### config.mk
export PLATFORM = sky130hd
export DESIGN_NAME = rgb_pixel_blender_flat
export DESIGN_NICKNAME = d
export VERILOG_FILES = /design/src/sv/rpb_pkg.sv /design/src/sv/rpb_if.sv /design/src/sv/rpb_channel.sv /design/src/sv/rgb_pixel_blender.sv /design/src/flat_wrapper.sv
export VERILOG_INCLUDE_DIRS = /design/src /design/src/sv
export SDC_FILE = /design/constraint.sdc
export NUM_CORES = 2
export LEC_CHECK = 0
export BUFFER_PORTS_ARGS = -buffer_cell sky130_fd_sc_hd__buf_4
export CAP_MARGIN = 25
export CORE_ASPECT_RATIO = 1.4
export CORE_MARGIN = 5
export CORE_UTILIZATION = 30
export DETAILED_ROUTE_END_ITERATION = 6
export SLEW_MARGIN = 20
export SYNTH_ARGS = -nofsm -noshare
export SYNTH_HDL_FRONTEND = slang
export SYNTH_SLANG_ARGS = --single-unit
### constraint.sdc
create_clock -name clock -period 7.12 [get_ports clock]
set_clock_uncertainty 0.15 [all_clocks]
set_input_delay 0.712 -clock clock [delete_from_list [all_inputs] [get_ports clock]]
set_output_delay 0.712 -clock clock [all_outputs]
set_load 0.01 [all_outputs]
### src/sv/rgb_pixel_blender_defines.svh
// assertion macros shared by the blender rtl
`ifndef RGB_PIXEL_BLENDER_DEFINES_SVH
`define RGB_PIXEL_BLENDER_DEFINES_SVH

// checked on every rising edge of clock, quiet while reset is high
`define RPB_ASSERT(lbl, prop, msg) \
   lbl: assert property (@(posedge clock) disable iff (reset) prop) else $error(msg);

// checked on every rising edge of clock, reset included
`define RPB_ASSERT_ALWAYS(lbl, prop, msg) \
   lbl: assert property (@(posedge clock) prop) else $error(msg);

`endif

### src/sv/rpb_pkg.sv
package rpb_pkg;

   localparam int CHAN_WIDTH   = 8;
   localparam int NUM_CHANNELS = 3;
   localparam int COLOR_WIDTH  = CHAN_WIDTH * NUM_CHANNELS;
   localparam int ALPHA_WIDTH  = 8;
   localparam int MODE_WIDTH   = 3;

   // code 7 is unused and blends to black like BLEND_BLACK
   typedef enum logic [MODE_WIDTH-1:0] {
      BLEND_BLACK    = 3'd0,
      BLEND_MIX      = 3'd1,
      BLEND_ADD      = 3'd2,
      BLEND_SUBTRACT = 3'd3,
      BLEND_MULTIPLY = 3'd4,
      BLEND_DODGE    = 3'd5,
      BLEND_INVERT   = 3'd6
   } blend_mode_type;

   // per-stage control handed from the top level to each channel
   typedef struct packed {
      logic           en;
      blend_mode_type mode_s0;
      blend_mode_type mode_s1;
      blend_mode_type mode_s2;
   } pipe_ctrl_type;

endpackage

### src/sv/rpb_if.sv
interface rpb_req_if;
   logic                            valid;
   logic                            ready;
   logic [rpb_pkg::COLOR_WIDTH-1:0] base_color;
   logic [rpb_pkg::COLOR_WIDTH-1:0] new_color;
   logic [rpb_pkg::ALPHA_WIDTH-1:0] alpha;

   modport source (output valid, base_color, new_color, alpha, input ready);
   modport sink (input valid, base_color, new_color, alpha, output ready);
endinterface

interface rpb_rsp_if;
   logic                            valid;
   logic                            ready;
   logic [rpb_pkg::COLOR_WIDTH-1:0] blended_color;

   modport source (output valid, blended_color, input ready);
   modport sink (input valid, blended_color, output ready);
endinterface

### src/sv/rpb_channel.sv
module rpb_channel (
   input  logic                            clock,
   input  rpb_pkg::pipe_ctrl_type          ctrl,
   input  logic [rpb_pkg::CHAN_WIDTH-1:0]  base_chan,
   input  logic [rpb_pkg::CHAN_WIDTH-1:0]  new_chan,
   input  logic [rpb_pkg::ALPHA_WIDTH-1:0] alpha,
   output logic [rpb_pkg::CHAN_WIDTH-1:0]  result
);

   // stage 1: one shared signed multiplier, operands picked by mode
   logic signed [8:0]  mul_x;
   logic signed [8:0]  mul_y;
   logic signed [17:0] prod_in;
   logic signed [17:0] prod_ff;
   logic [7:0]         base1_ff;
   logic [7:0]         alpha1_ff;

   always_comb begin
      mul_x = 9'sd0;
      mul_y = 9'sd0;
      case (ctrl.mode_s0)
         rpb_pkg::BLEND_MIX: begin
            mul_x = $signed({1'b0, new_chan}) - $signed({1'b0, base_chan});
            mul_y = $signed({1'b0, alpha});
         end
         rpb_pkg::BLEND_ADD, rpb_pkg::BLEND_SUBTRACT: begin
            mul_x = $signed({1'b0, new_chan});
            mul_y = $signed({1'b0, alpha});
         end
         rpb_pkg::BLEND_MULTIPLY, rpb_pkg::BLEND_DODGE: begin
            mul_x = $signed({1'b0, new_chan});
            mul_y = $signed({1'b0, base_chan});
         end
         rpb_pkg::BLEND_INVERT: begin
            mul_x = $signed({1'b0, base_chan});
            mul_y = $signed({1'b0, alpha});
         end
         default: begin
            mul_x = 9'sd0;
            mul_y = 9'sd0;
         end
      endcase
      prod_in = mul_x * mul_y;
   end

   always_ff @(posedge clock) begin
      if (ctrl.en) begin
         prod_ff   <= prod_in;
         base1_ff  <= base_chan;
         alpha1_ff <= alpha;
      end
   end

   // stage 2: scale the product into the term added to or taken from base (multiply: the result itself)
   logic [23:0]       dodge_prod;
   logic signed [9:0] term_in;
   logic signed [9:0] term_ff;
   logic [7:0]        base2_ff;
   logic [7:0]        alpha2_ff;

   always_comb begin
      dodge_prod = 24'(prod_ff[15:0]) * 24'(alpha1_ff);
      case (ctrl.mode_s1)
         rpb_pkg::BLEND_MIX: term_in = prod_ff[17:8];   // floor shift
         rpb_pkg::BLEND_ADD, rpb_pkg::BLEND_SUBTRACT, rpb_pkg::BLEND_MULTIPLY:
            term_in = $signed({2'b00, prod_ff[15:8]});
         rpb_pkg::BLEND_DODGE: term_in = $signed({2'b00, dodge_prod[23:16]});
         rpb_pkg::BLEND_INVERT: term_in = $signed({1'b0, prod_ff[15:7]}); // 2ba >> 8
         default: term_in = 10'sd0;
      endcase
   end

   always_ff @(posedge clock) begin
      if (ctrl.en) begin
         term_ff   <= term_in;
         base2_ff  <= base1_ff;
         alpha2_ff <= alpha1_ff;
      end
   end

   // stage 3: combine, clamp to 0..255, register the channel result
   logic signed [10:0] base_ext;
   logic signed [10:0] alpha_ext;
   logic signed [10:0] term_ext;
   logic signed [10:0] sum;
   logic [7:0]         result_in;
   logic [7:0]         result_ff;

   always_comb begin
      base_ext  = $signed({3'b000, base2_ff});
      alpha_ext = $signed({3'b000, alpha2_ff});
      term_ext  = $signed({term_ff[9], term_ff});
      case (ctrl.mode_s2)
         rpb_pkg::BLEND_MIX, rpb_pkg::BLEND_ADD, rpb_pkg::BLEND_DODGE:
            sum = base_ext + term_ext;
         rpb_pkg::BLEND_SUBTRACT: sum = base_ext - term_ext;
         rpb_pkg::BLEND_MULTIPLY: sum = term_ext;
         rpb_pkg::BLEND_INVERT:   sum = base_ext + alpha_ext - term_ext;
         default:                 sum = 11'sd0;
      endcase
      if (sum < 11'sd0) begin
         result_in = 8'd0;
      end else if (sum > 11'sd255) begin
         result_in = 8'd255;
      end else begin
         result_in = sum[7:0];
      end
   end

   always_ff @(posedge clock) begin
      if (ctrl.en) begin
         result_ff <= result_in;
      end
   end

   assign result = result_ff;

endmodule

### src/sv/rgb_pixel_blender.sv
// channel   direction  role
// req_if    in         base_color, new_color, alpha per request
// rsp_if    out        blended_color, one per request
// csr_*     in         blend_mode write, no read-back
//
// three register stages: operand select + 9x9 multiply, scale (16x8 multiply
// for dodge), combine + clamp into the output register
// one request per cycle while the output is not held
// reset clears valid bits and blend_mode (black); payload is not reset
// when the output is held, the whole pipe freezes and nothing is lost

`include "rgb_pixel_blender_defines.svh"

module rgb_pixel_blender (
   input  logic                            clock,
   input  logic                            reset,
   rpb_req_if.sink                         req_if,
   rpb_rsp_if.source                       rsp_if,
   input  logic                            csr_wr_en,
   input  logic [rpb_pkg::MODE_WIDTH-1:0]  csr_wr_data
);

   // blend mode register
   rpb_pkg::blend_mode_type mode_ff;

   always_ff @(posedge clock) begin
      if (reset) begin
         mode_ff <= rpb_pkg::BLEND_BLACK;
      end else if (csr_wr_en) begin
         mode_ff <= rpb_pkg::blend_mode_type'(csr_wr_data);
      end
   end

   // pipe advances whenever the output slot is free or being drained
   logic advance;
   logic valid_s1_ff;
   logic valid_s2_ff;
   logic valid_s3_ff;
   rpb_pkg::blend_mode_type mode_s1_ff;
   rpb_pkg::blend_mode_type mode_s2_ff;

   assign advance      = !valid_s3_ff || rsp_if.ready;
   assign req_if.ready = advance;
   assign rsp_if.valid = valid_s3_ff;

   always_ff @(posedge clock) begin
      if (reset) begin
         valid_s1_ff <= 1'b0;
         valid_s2_ff <= 1'b0;
         valid_s3_ff <= 1'b0;
      end else if (advance) begin
         valid_s1_ff <= req_if.valid;
         valid_s2_ff <= valid_s1_ff;
         valid_s3_ff <= valid_s2_ff;
      end
   end

   // mode travels with each request so every stage sees its own
   always_ff @(posedge clock) begin
      if (advance) begin
         mode_s1_ff <= mode_ff;
         mode_s2_ff <= mode_s1_ff;
      end
   end

   rpb_pkg::pipe_ctrl_type ctrl;

   always_comb begin
      ctrl.en      = advance;
      ctrl.mode_s0 = mode_ff;
      ctrl.mode_s1 = mode_s1_ff;
      ctrl.mode_s2 = mode_s2_ff;
   end

   // red, green and blue run through identical channel pipes
   for (genvar ch = 0; ch < rpb_pkg::NUM_CHANNELS; ch++) begin : g_chan
      rpb_channel u_chan (
         .clock     (clock),
         .ctrl      (ctrl),
         .base_chan (req_if.base_color[ch*rpb_pkg::CHAN_WIDTH +: rpb_pkg::CHAN_WIDTH]),
         .new_chan  (req_if.new_color[ch*rpb_pkg::CHAN_WIDTH +: rpb_pkg::CHAN_WIDTH]),
         .alpha     (req_if.alpha),
         .result    (rsp_if.blended_color[ch*rpb_pkg::CHAN_WIDTH +: rpb_pkg::CHAN_WIDTH])
      );
   end

   // no stale result right after reset
   `RPB_ASSERT_ALWAYS(a_reset_empties_output, reset |=> !rsp_if.valid, "output valid after reset")
   // an accepted request lands in stage 1
   `RPB_ASSERT(a_accept_enters_pipe, (req_if.valid && req_if.ready) |=> valid_s1_ff, "accepted request dropped")
   // a frozen pipe keeps its middle stage
   `RPB_ASSERT(a_stall_keeps_stage2, (valid_s2_ff && !advance) |=> valid_s2_ff, "request lost during stall")
   // black mode gives a black pixel
   `RPB_ASSERT(a_black_mode_zero, (valid_s2_ff && advance && (mode_s2_ff == rpb_pkg::BLEND_BLACK)) |=> (rsp_if.blended_color == '0), "black mode gave nonzero pixel")

endmodule

### src/flat_wrapper.sv
// flat-port wrapper written by rule: the top's interface ports become plain ports
module rgb_pixel_blender_flat 
  (clock, reset, csr_wr_en, csr_wr_data, req_if_valid, req_if_base_color, req_if_new_color, req_if_alpha, req_if_ready, rsp_if_valid, rsp_if_blended_color, rsp_if_ready);
  rpb_req_if req_if_i ();
  rpb_rsp_if rsp_if_i ();
  input  logic clock;
  input  logic reset;
  input  logic csr_wr_en;
  input  logic [rpb_pkg::MODE_WIDTH-1:0] csr_wr_data;
  input wire logic [$bits(req_if_i.valid)-1:0] req_if_valid;
  input wire logic [$bits(req_if_i.base_color)-1:0] req_if_base_color;
  input wire logic [$bits(req_if_i.new_color)-1:0] req_if_new_color;
  input wire logic [$bits(req_if_i.alpha)-1:0] req_if_alpha;
  output wire logic [$bits(req_if_i.ready)-1:0] req_if_ready;
  output wire logic [$bits(rsp_if_i.valid)-1:0] rsp_if_valid;
  output wire logic [$bits(rsp_if_i.blended_color)-1:0] rsp_if_blended_color;
  input wire logic [$bits(rsp_if_i.ready)-1:0] rsp_if_ready;
  assign req_if_i.valid = req_if_valid;
  assign req_if_i.base_color = req_if_base_color;
  assign req_if_i.new_color = req_if_new_color;
  assign req_if_i.alpha = req_if_alpha;
  assign req_if_ready = req_if_i.ready;
  assign rsp_if_valid = rsp_if_i.valid;
  assign rsp_if_blended_color = rsp_if_i.blended_color;
  assign rsp_if_i.ready = rsp_if_ready;
  rgb_pixel_blender u_core (.clock(clock), .reset(reset), .req_if(req_if_i), .rsp_if(rsp_if_i), .csr_wr_en(csr_wr_en), .csr_wr_data(csr_wr_data));
endmodule
==> report_table.html <==
<table>
<tr><th>Metric</th><th>Value</th></tr>
<tr><th colspan="2">Clock network</th></tr>
<tr><td>Count of hold-fix buffers inserted at cts</td><td>0</td></tr>
<tr><td>Clock root buffer</td><td>clkbuf_16</td></tr>
<tr><td>Deepest clock path buffer count</td><td>2</td></tr>
<tr><td>Clock sink count</td><td>184</td></tr>
<tr><td>Clock tree from TritonCTS</td><td>yes</td></tr>
<tr><td>Quantity of gates resized following cts</td><td>0</td></tr>
<tr><td>Maximum level of the CTS H-tree</td><td>4</td></tr>
<tr><td>Clock latency of the later-clocked register in the worst-skew pair</td><td>approximately 0.51 ns</td></tr>
<tr><td>Setup repair bufs after CTS</td><td>0</td></tr>
<tr><td>Clock transition at the registers of the reported paths</td><td>about 0.090 ns</td></tr>
<tr><td>Number of buffers created by CTS</td><td>17</td></tr>
<tr><th colspan="2">Route</th></tr>
<tr><td>Number of DRC violations after detailed-routing iteration 0</td><td>1450</td></tr>
<tr><td>Vias/cell</td><td>around 4.9</td></tr>
<tr><td>Overall via count from detail_route</td><td>23.49k</td></tr>
<tr><td>Total length of routed wires</td><td>~83 mm</td></tr>
<tr><td>Antenna-violating nets left</td><td>0</td></tr>
<tr><td>Final routed DRC violation total</td><td>7</td></tr>
<tr><td>First drt pass iteration count</td><td>7</td></tr>
<tr><td>Avg WL per Cell</td><td>between 15 and 20 um</td></tr>
<tr><th colspan="2">Synthesis</th></tr>
<tr><td>Flip-flop and latch count after synthesis</td><td>between 150 and 200</td></tr>
<tr><td>Number of enable-type register cells in the synthesized netlist</td><td>178</td></tr>
<tr><td>Synth Flop Type</td><td>edfxtp_1</td></tr>
<tr><td>Post-synthesis average cell area</td><td>around 9.2 um2</td></tr>
<tr><td>Part of the Yosys area used for sequential elements</td><td>0.1775</td></tr>
<tr><td>Yosys warns</td><td>0</td></tr>
<tr><td>Distinct cells, synth</td><td>79</td></tr>
<tr><td>Combined area of all synthesized cells</td><td>between 0.03 and 0.04 mm2</td></tr>
<tr><td>Number of nets produced by synthesis</td><td>~4.2k</td></tr>
<tr><td>Async set-or-reset flop fraction in the synthesized netlist</td><td>0</td></tr>
<tr><td>Post-synthesis instance total</td><td>~3.4k</td></tr>
<tr><th colspan="2">STA</th></tr>
<tr><td>Worst slew slack as a fraction of its limit</td><td>0.3572</td></tr>
<tr><td>Final Worst Setup Slack</td><td>~0.6 ns</td></tr>
<tr><td>Final-layout setup total negative slack</td><td>0 ns</td></tr>
<tr><td>Final count of pins violating max slew</td><td>0</td></tr>
<tr><td>Highest clock frequency the design can meet</td><td>~150 MHz</td></tr>
<tr><td>Hold Vio Cnt, Final</td><td>0</td></tr>
<tr><td>Number of setup violations in the final report</td><td>0</td></tr>
<tr><td>RSZ-0062 raised after global routing</td><td>no</td></tr>
<tr><td>Period minus WS final</td><td>about 6.5 ns</td></tr>
<tr><td>Slew at the pin with the worst max-slew slack</td><td>roughly 0.96 ns</td></tr>
<tr><td>Final critical-path share of the clock period</td><td>0.9142</td></tr>
<tr><th colspan="2">Critical path</th></tr>
<tr><td>Element type at the critical path start</td><td>input port</td></tr>
<tr><td>Delay of the slowest cell on the worst path</td><td>roughly 0.74 ns</td></tr>
<tr><td>CP max-delay cell</td><td>fa_1</td></tr>
<tr><td>Crit-path max FO</td><td>6</td></tr>
<tr><td>Crit path kind</td><td>in2reg</td></tr>
<tr><td>Signal arrival time at the worst endpoint</td><td>6.61 ns</td></tr>
<tr><td>Critical Path Sink Type</td><td>register</td></tr>
<tr><td>WP data required</td><td>around 7.2 ns</td></tr>
<tr><th colspan="2">Power</th></tr>
<tr><td>Flop pwr share</td><td>0.228</td></tr>
<tr><td>Leak</td><td>~16 nW</td></tr>
<tr><td>Net switching power of the design</td><td>~3.8 mW</td></tr>
<tr><td>Final Power</td><td>8.027 mW</td></tr>
<tr><td>Max rail drop VDD</td><td>between 100 and 150 uV</td></tr>
<tr><td>Part of the power in combinational logic</td><td>0.647</td></tr>
<tr><td>Fraction of power spent switching nets</td><td>0.4679</td></tr>
<tr><td>Power Internal</td><td>between 4 and 5 mW</td></tr>
<tr><td>Proportion of power drawn by the clock network</td><td>0.124</td></tr>
<tr><td>Power Density</td><td>roughly 240 mW/mm2</td></tr>
<tr><th colspan="2">Placed design</th></tr>
<tr><td>HPWL Detailed</td><td>68.20 mm</td></tr>
<tr><td>Global placement routability congestion</td><td>just over 0.9</td></tr>
<tr><td>Setup Slack @ Placement</td><td>approximately 0.14 ns</td></tr>
<tr><td>Count of input and output buffers</td><td>89</td></tr>
<tr><td>Placed cell area</td><td>between 0.03 and 0.04 mm2</td></tr>
<tr><th colspan="2">Floorplan</th></tr>
<tr><td>Top Ports</td><td>90</td></tr>
<tr><td>Area of the core region</td><td>slightly above 0.1 mm2</td></tr>
<tr><td>Floorplan die width</td><td>around 280 um</td></tr>
<tr><td>Standard-cell row count</td><td>between 100 and 150</td></tr>
<tr><td>Initial core utilization</td><td>0.3011</td></tr>
<tr><td>Die height</td><td>between 300 and 400 um</td></tr>
<tr><td>Die Area</td><td>0.1092 mm2</td></tr>
<tr><th colspan="2">Finish</th></tr>
<tr><td>Share of post-route cells with drive strength above 1</td><td>0.06285</td></tr>
<tr><td>Post-layout instance area</td><td>around 0.034 mm2</td></tr>
<tr><td>Fill cell count</td><td>approximately 11k</td></tr>
<tr><td>Post-route core utilization</td><td>0.3311</td></tr>
<tr><td>Nets</td><td>between 4k and 5k</td></tr>
<tr><td>Area growth from synthesis to final layout</td><td>9.993%</td></tr>
<tr><th colspan="2">GRT</th></tr>
<tr><td>Met2 track demand over resource in global routing</td><td>0.2916</td></tr>
<tr><td>GR Overflow Total</td><td>0</td></tr>
<tr><td>Met1 track demand over resource</td><td>0.1742</td></tr>
<tr><td>Met3 usage</td><td>0.01696</td></tr>
<tr><td>Maximum number of pins on one net before global-route repair</td><td>87</td></tr>
<tr><td>Vias in the first global route</td><td>24.68k</td></tr>
<tr><td>First-pass GRT wire length</td><td>133.5 mm</td></tr>
<tr><td>Most Crowded Layer GR</td><td>met2</td></tr>
<tr><td>GRT Total Usage</td><td>0.1550</td></tr>
<tr><td>Initial antenna violation count</td><td>9</td></tr>
<tr><th colspan="2">Run status</th></tr>
<tr><td>Violated checks</td><td>design-rule violations</td></tr>
<tr><td>Status</td><td>finished, violations left</td></tr>
<tr><th colspan="2">Flow run</th></tr>
<tr><td>Max-capacitance violation count</td><td>0</td></tr>
<tr><th colspan="2">Hold path</th></tr>
<tr><td>HP Class</td><td>in2reg</td></tr>
</table>
==> stage by stage <==
stage               hold WS [ns]  cells
finish                    0.2683   4785
floorplan                 0.2503   3362
global route              0.2545   4783
global placement          0.2524   4743
detailed placement        0.2545   4743
CTS                       0.2356   4775
==> kinds of logic (layout without fill, tap and decap cells) <==
group | count (synthesis) | in the layout | share of synthesized area
buffers and inverters | 788 | 863 | 0.09676
DFF | 184 | 184 | 0.1775
muxes | 12 | 12 | 0.003942
other | 0 | 9 | 0
and+or+nand+nor | 965 | 965 | 0.1513
AOI/OAI and AO/OA | 515 | 515 | 0.1130
adders and majority gates | 775 | 775 | 0.4225
xor gates and xnor gates | 123 | 123 | 0.03499
==> metal layers <==
| layer | up-vias | routed length (um) |
|---|---|---|
| met2 | 547 | 44190 |
| met3 | 179 | 3059 |
| met1 | 11820 | 32240 |
| met4 | 0 | 3929 |
| met5 | - | 0 |
| li1 | 10940 | - |
==> synth_stat cells, drive strengths merged, types with 5 or more instances <==
cell | count | area (um2)
inv | 673 | 2526
fa | 441 | 8828
nand2 | 340 | 1276
ha | 334 | 4179
and2 | 237 | 1483
nor2 | 212 | 795.8
edfxtp | 178 | 5345
o21ai | 128 | 640.6
a21oi | 113 | 569.3
clkbuf | 103 | 387.9
xnor2 | 88 | 770.7
nor2b | 57 | 356.6
a22oi | 39 | 292.8
a21o | 38 | 285.3
xor2 | 35 | 306.5
nor3 | 25 | 125.1
a221oi | 24 | 210.2
o21bai | 23 | 172.7
a22o | 19 | 166.4
a211oi | 16 | 135.1
nand2b | 16 | 100.1
a222oi | 14 | 140.1
nand3 | 14 | 70.07
o21a | 14 | 105.1
a221o | 13 | 130.1
buf | 12 | 65.06
nor3b | 12 | 90.09
or3 | 12 | 75.07
mux2i | 11 | 110.1
a21boi | 10 | 78.83
a211o | 8 | 70.07
nand4 | 8 | 50.05
or2 | 8 | 50.04
o22ai | 7 | 43.79
and3 | 6 | 37.54
dfxtp | 6 | 120.1
o211ai | 6 | 50.05
a2111oi | 5 | 62.56
a31oi | 5 | 31.28
nor4 | 5 | 37.53
o31ai | 5 | 42.54
==> worst paths after layout <==
| kind | start | to | slack (ns) | cells past startpoint |
|---|---|---|---|---|
| hold reg to reg | u_core.g_chan[2].u_chan.base1_ff[7] | u_core.g_chan[2].u_chan.base2_ff[7] | 0.27 | 0 |
| hold / removal | req_if_base_color[17] | u_core.g_chan[2].u_chan.base1_ff[1] | 0.27 | 1 |
| setup / recovery | req_if_new_color[16] | u_core.g_chan[2].u_chan.prod_ff[17] | 0.61 | 29 |
| setup reg to reg | u_core.mode_ff[1] | u_core.g_chan[1].u_chan.prod_ff[16] | 0.71 | 23 |
==> sequential cells by signal, summed over array words and instances (netlist names) <==
name	count
u_core.g_chan.u_chan.prod_ff	54
u_core.g_chan.u_chan.term_ff	30
u_core.g_chan.u_chan.base1_ff	24
u_core.g_chan.u_chan.base2_ff	24
u_core.g_chan.u_chan.result	24
u_core.g_chan.u_chan.alpha1_ff	8
u_core.g_chan.u_chan.alpha2_ff	8
u_core.mode_ff	3
u_core.mode_s1_ff	3
u_core.mode_s2_ff	3
u_core.rsp_if.valid	1
u_core.valid_s1_ff	1
u_core.valid_s2_ff	1
==> power groups by stage <==
stage          combinational, mW  sequential, mW  clock [mW]
2_1_floorplan               3.93            1.58           0
3_3_place_gp                5.13            1.85           0
3_5_place_dp                5.22            1.85           0
4_1_cts                     5.29            1.83        1.02
5_1_grt                     6.04            1.86        1.06
6_report                    5.20            1.83       0.998
==> worst max-delay path, delay by kind of cell <==
family                     cells  cell delay [ns]
adders and majority gates      7             3.09
AOI/OAI and AO/OA              8             1.43
and+or+nand+nor                7             0.84
buffers and inverters          6             0.41
xor gates and xnor gates       1             0.09
==> cells in the final DEF (no fill, tap or decap), types with 9 or more instances in the layout <==
master and n:
nand3_1 14, o21ai_0 104, ha_1 334, and2_1 236
mux2i_1 11, edfxtp_1 178, diode_2 9, clkbuf_16 17
fa_1 441, a221o_1 13, nor2_1 211, or3_1 12
a22o_1 19, a21oi_1 111, buf_4 156, o21ai_1 24
a22oi_1 39, nor3b_1 12, inv_1 669, o21bai_1 23
a211oi_1 13, a222oi_1 14, xnor2_1 88, nand2b_1 16
xor2_1 35, nor2b_1 57, a21o_1 38, nand2_1 340
a221oi_1 24, o21a_1 14, nor3_1 25
==> final cells by class <==
type	count	area, um2	area share
flip-flops and latches	184	5465	0.1614
inverters	673	2531	0.07475
repair buffers	158	1219	0.03599
clock buffers	19	452.9	0.01338
clock inverters	13	148.9	0.004397
well taps	1339	1675	0.04947
multi-input cells	2390	22350	0.6600
diodes	9	22.52	0.0006651
(Power assumes the default switching activity.)
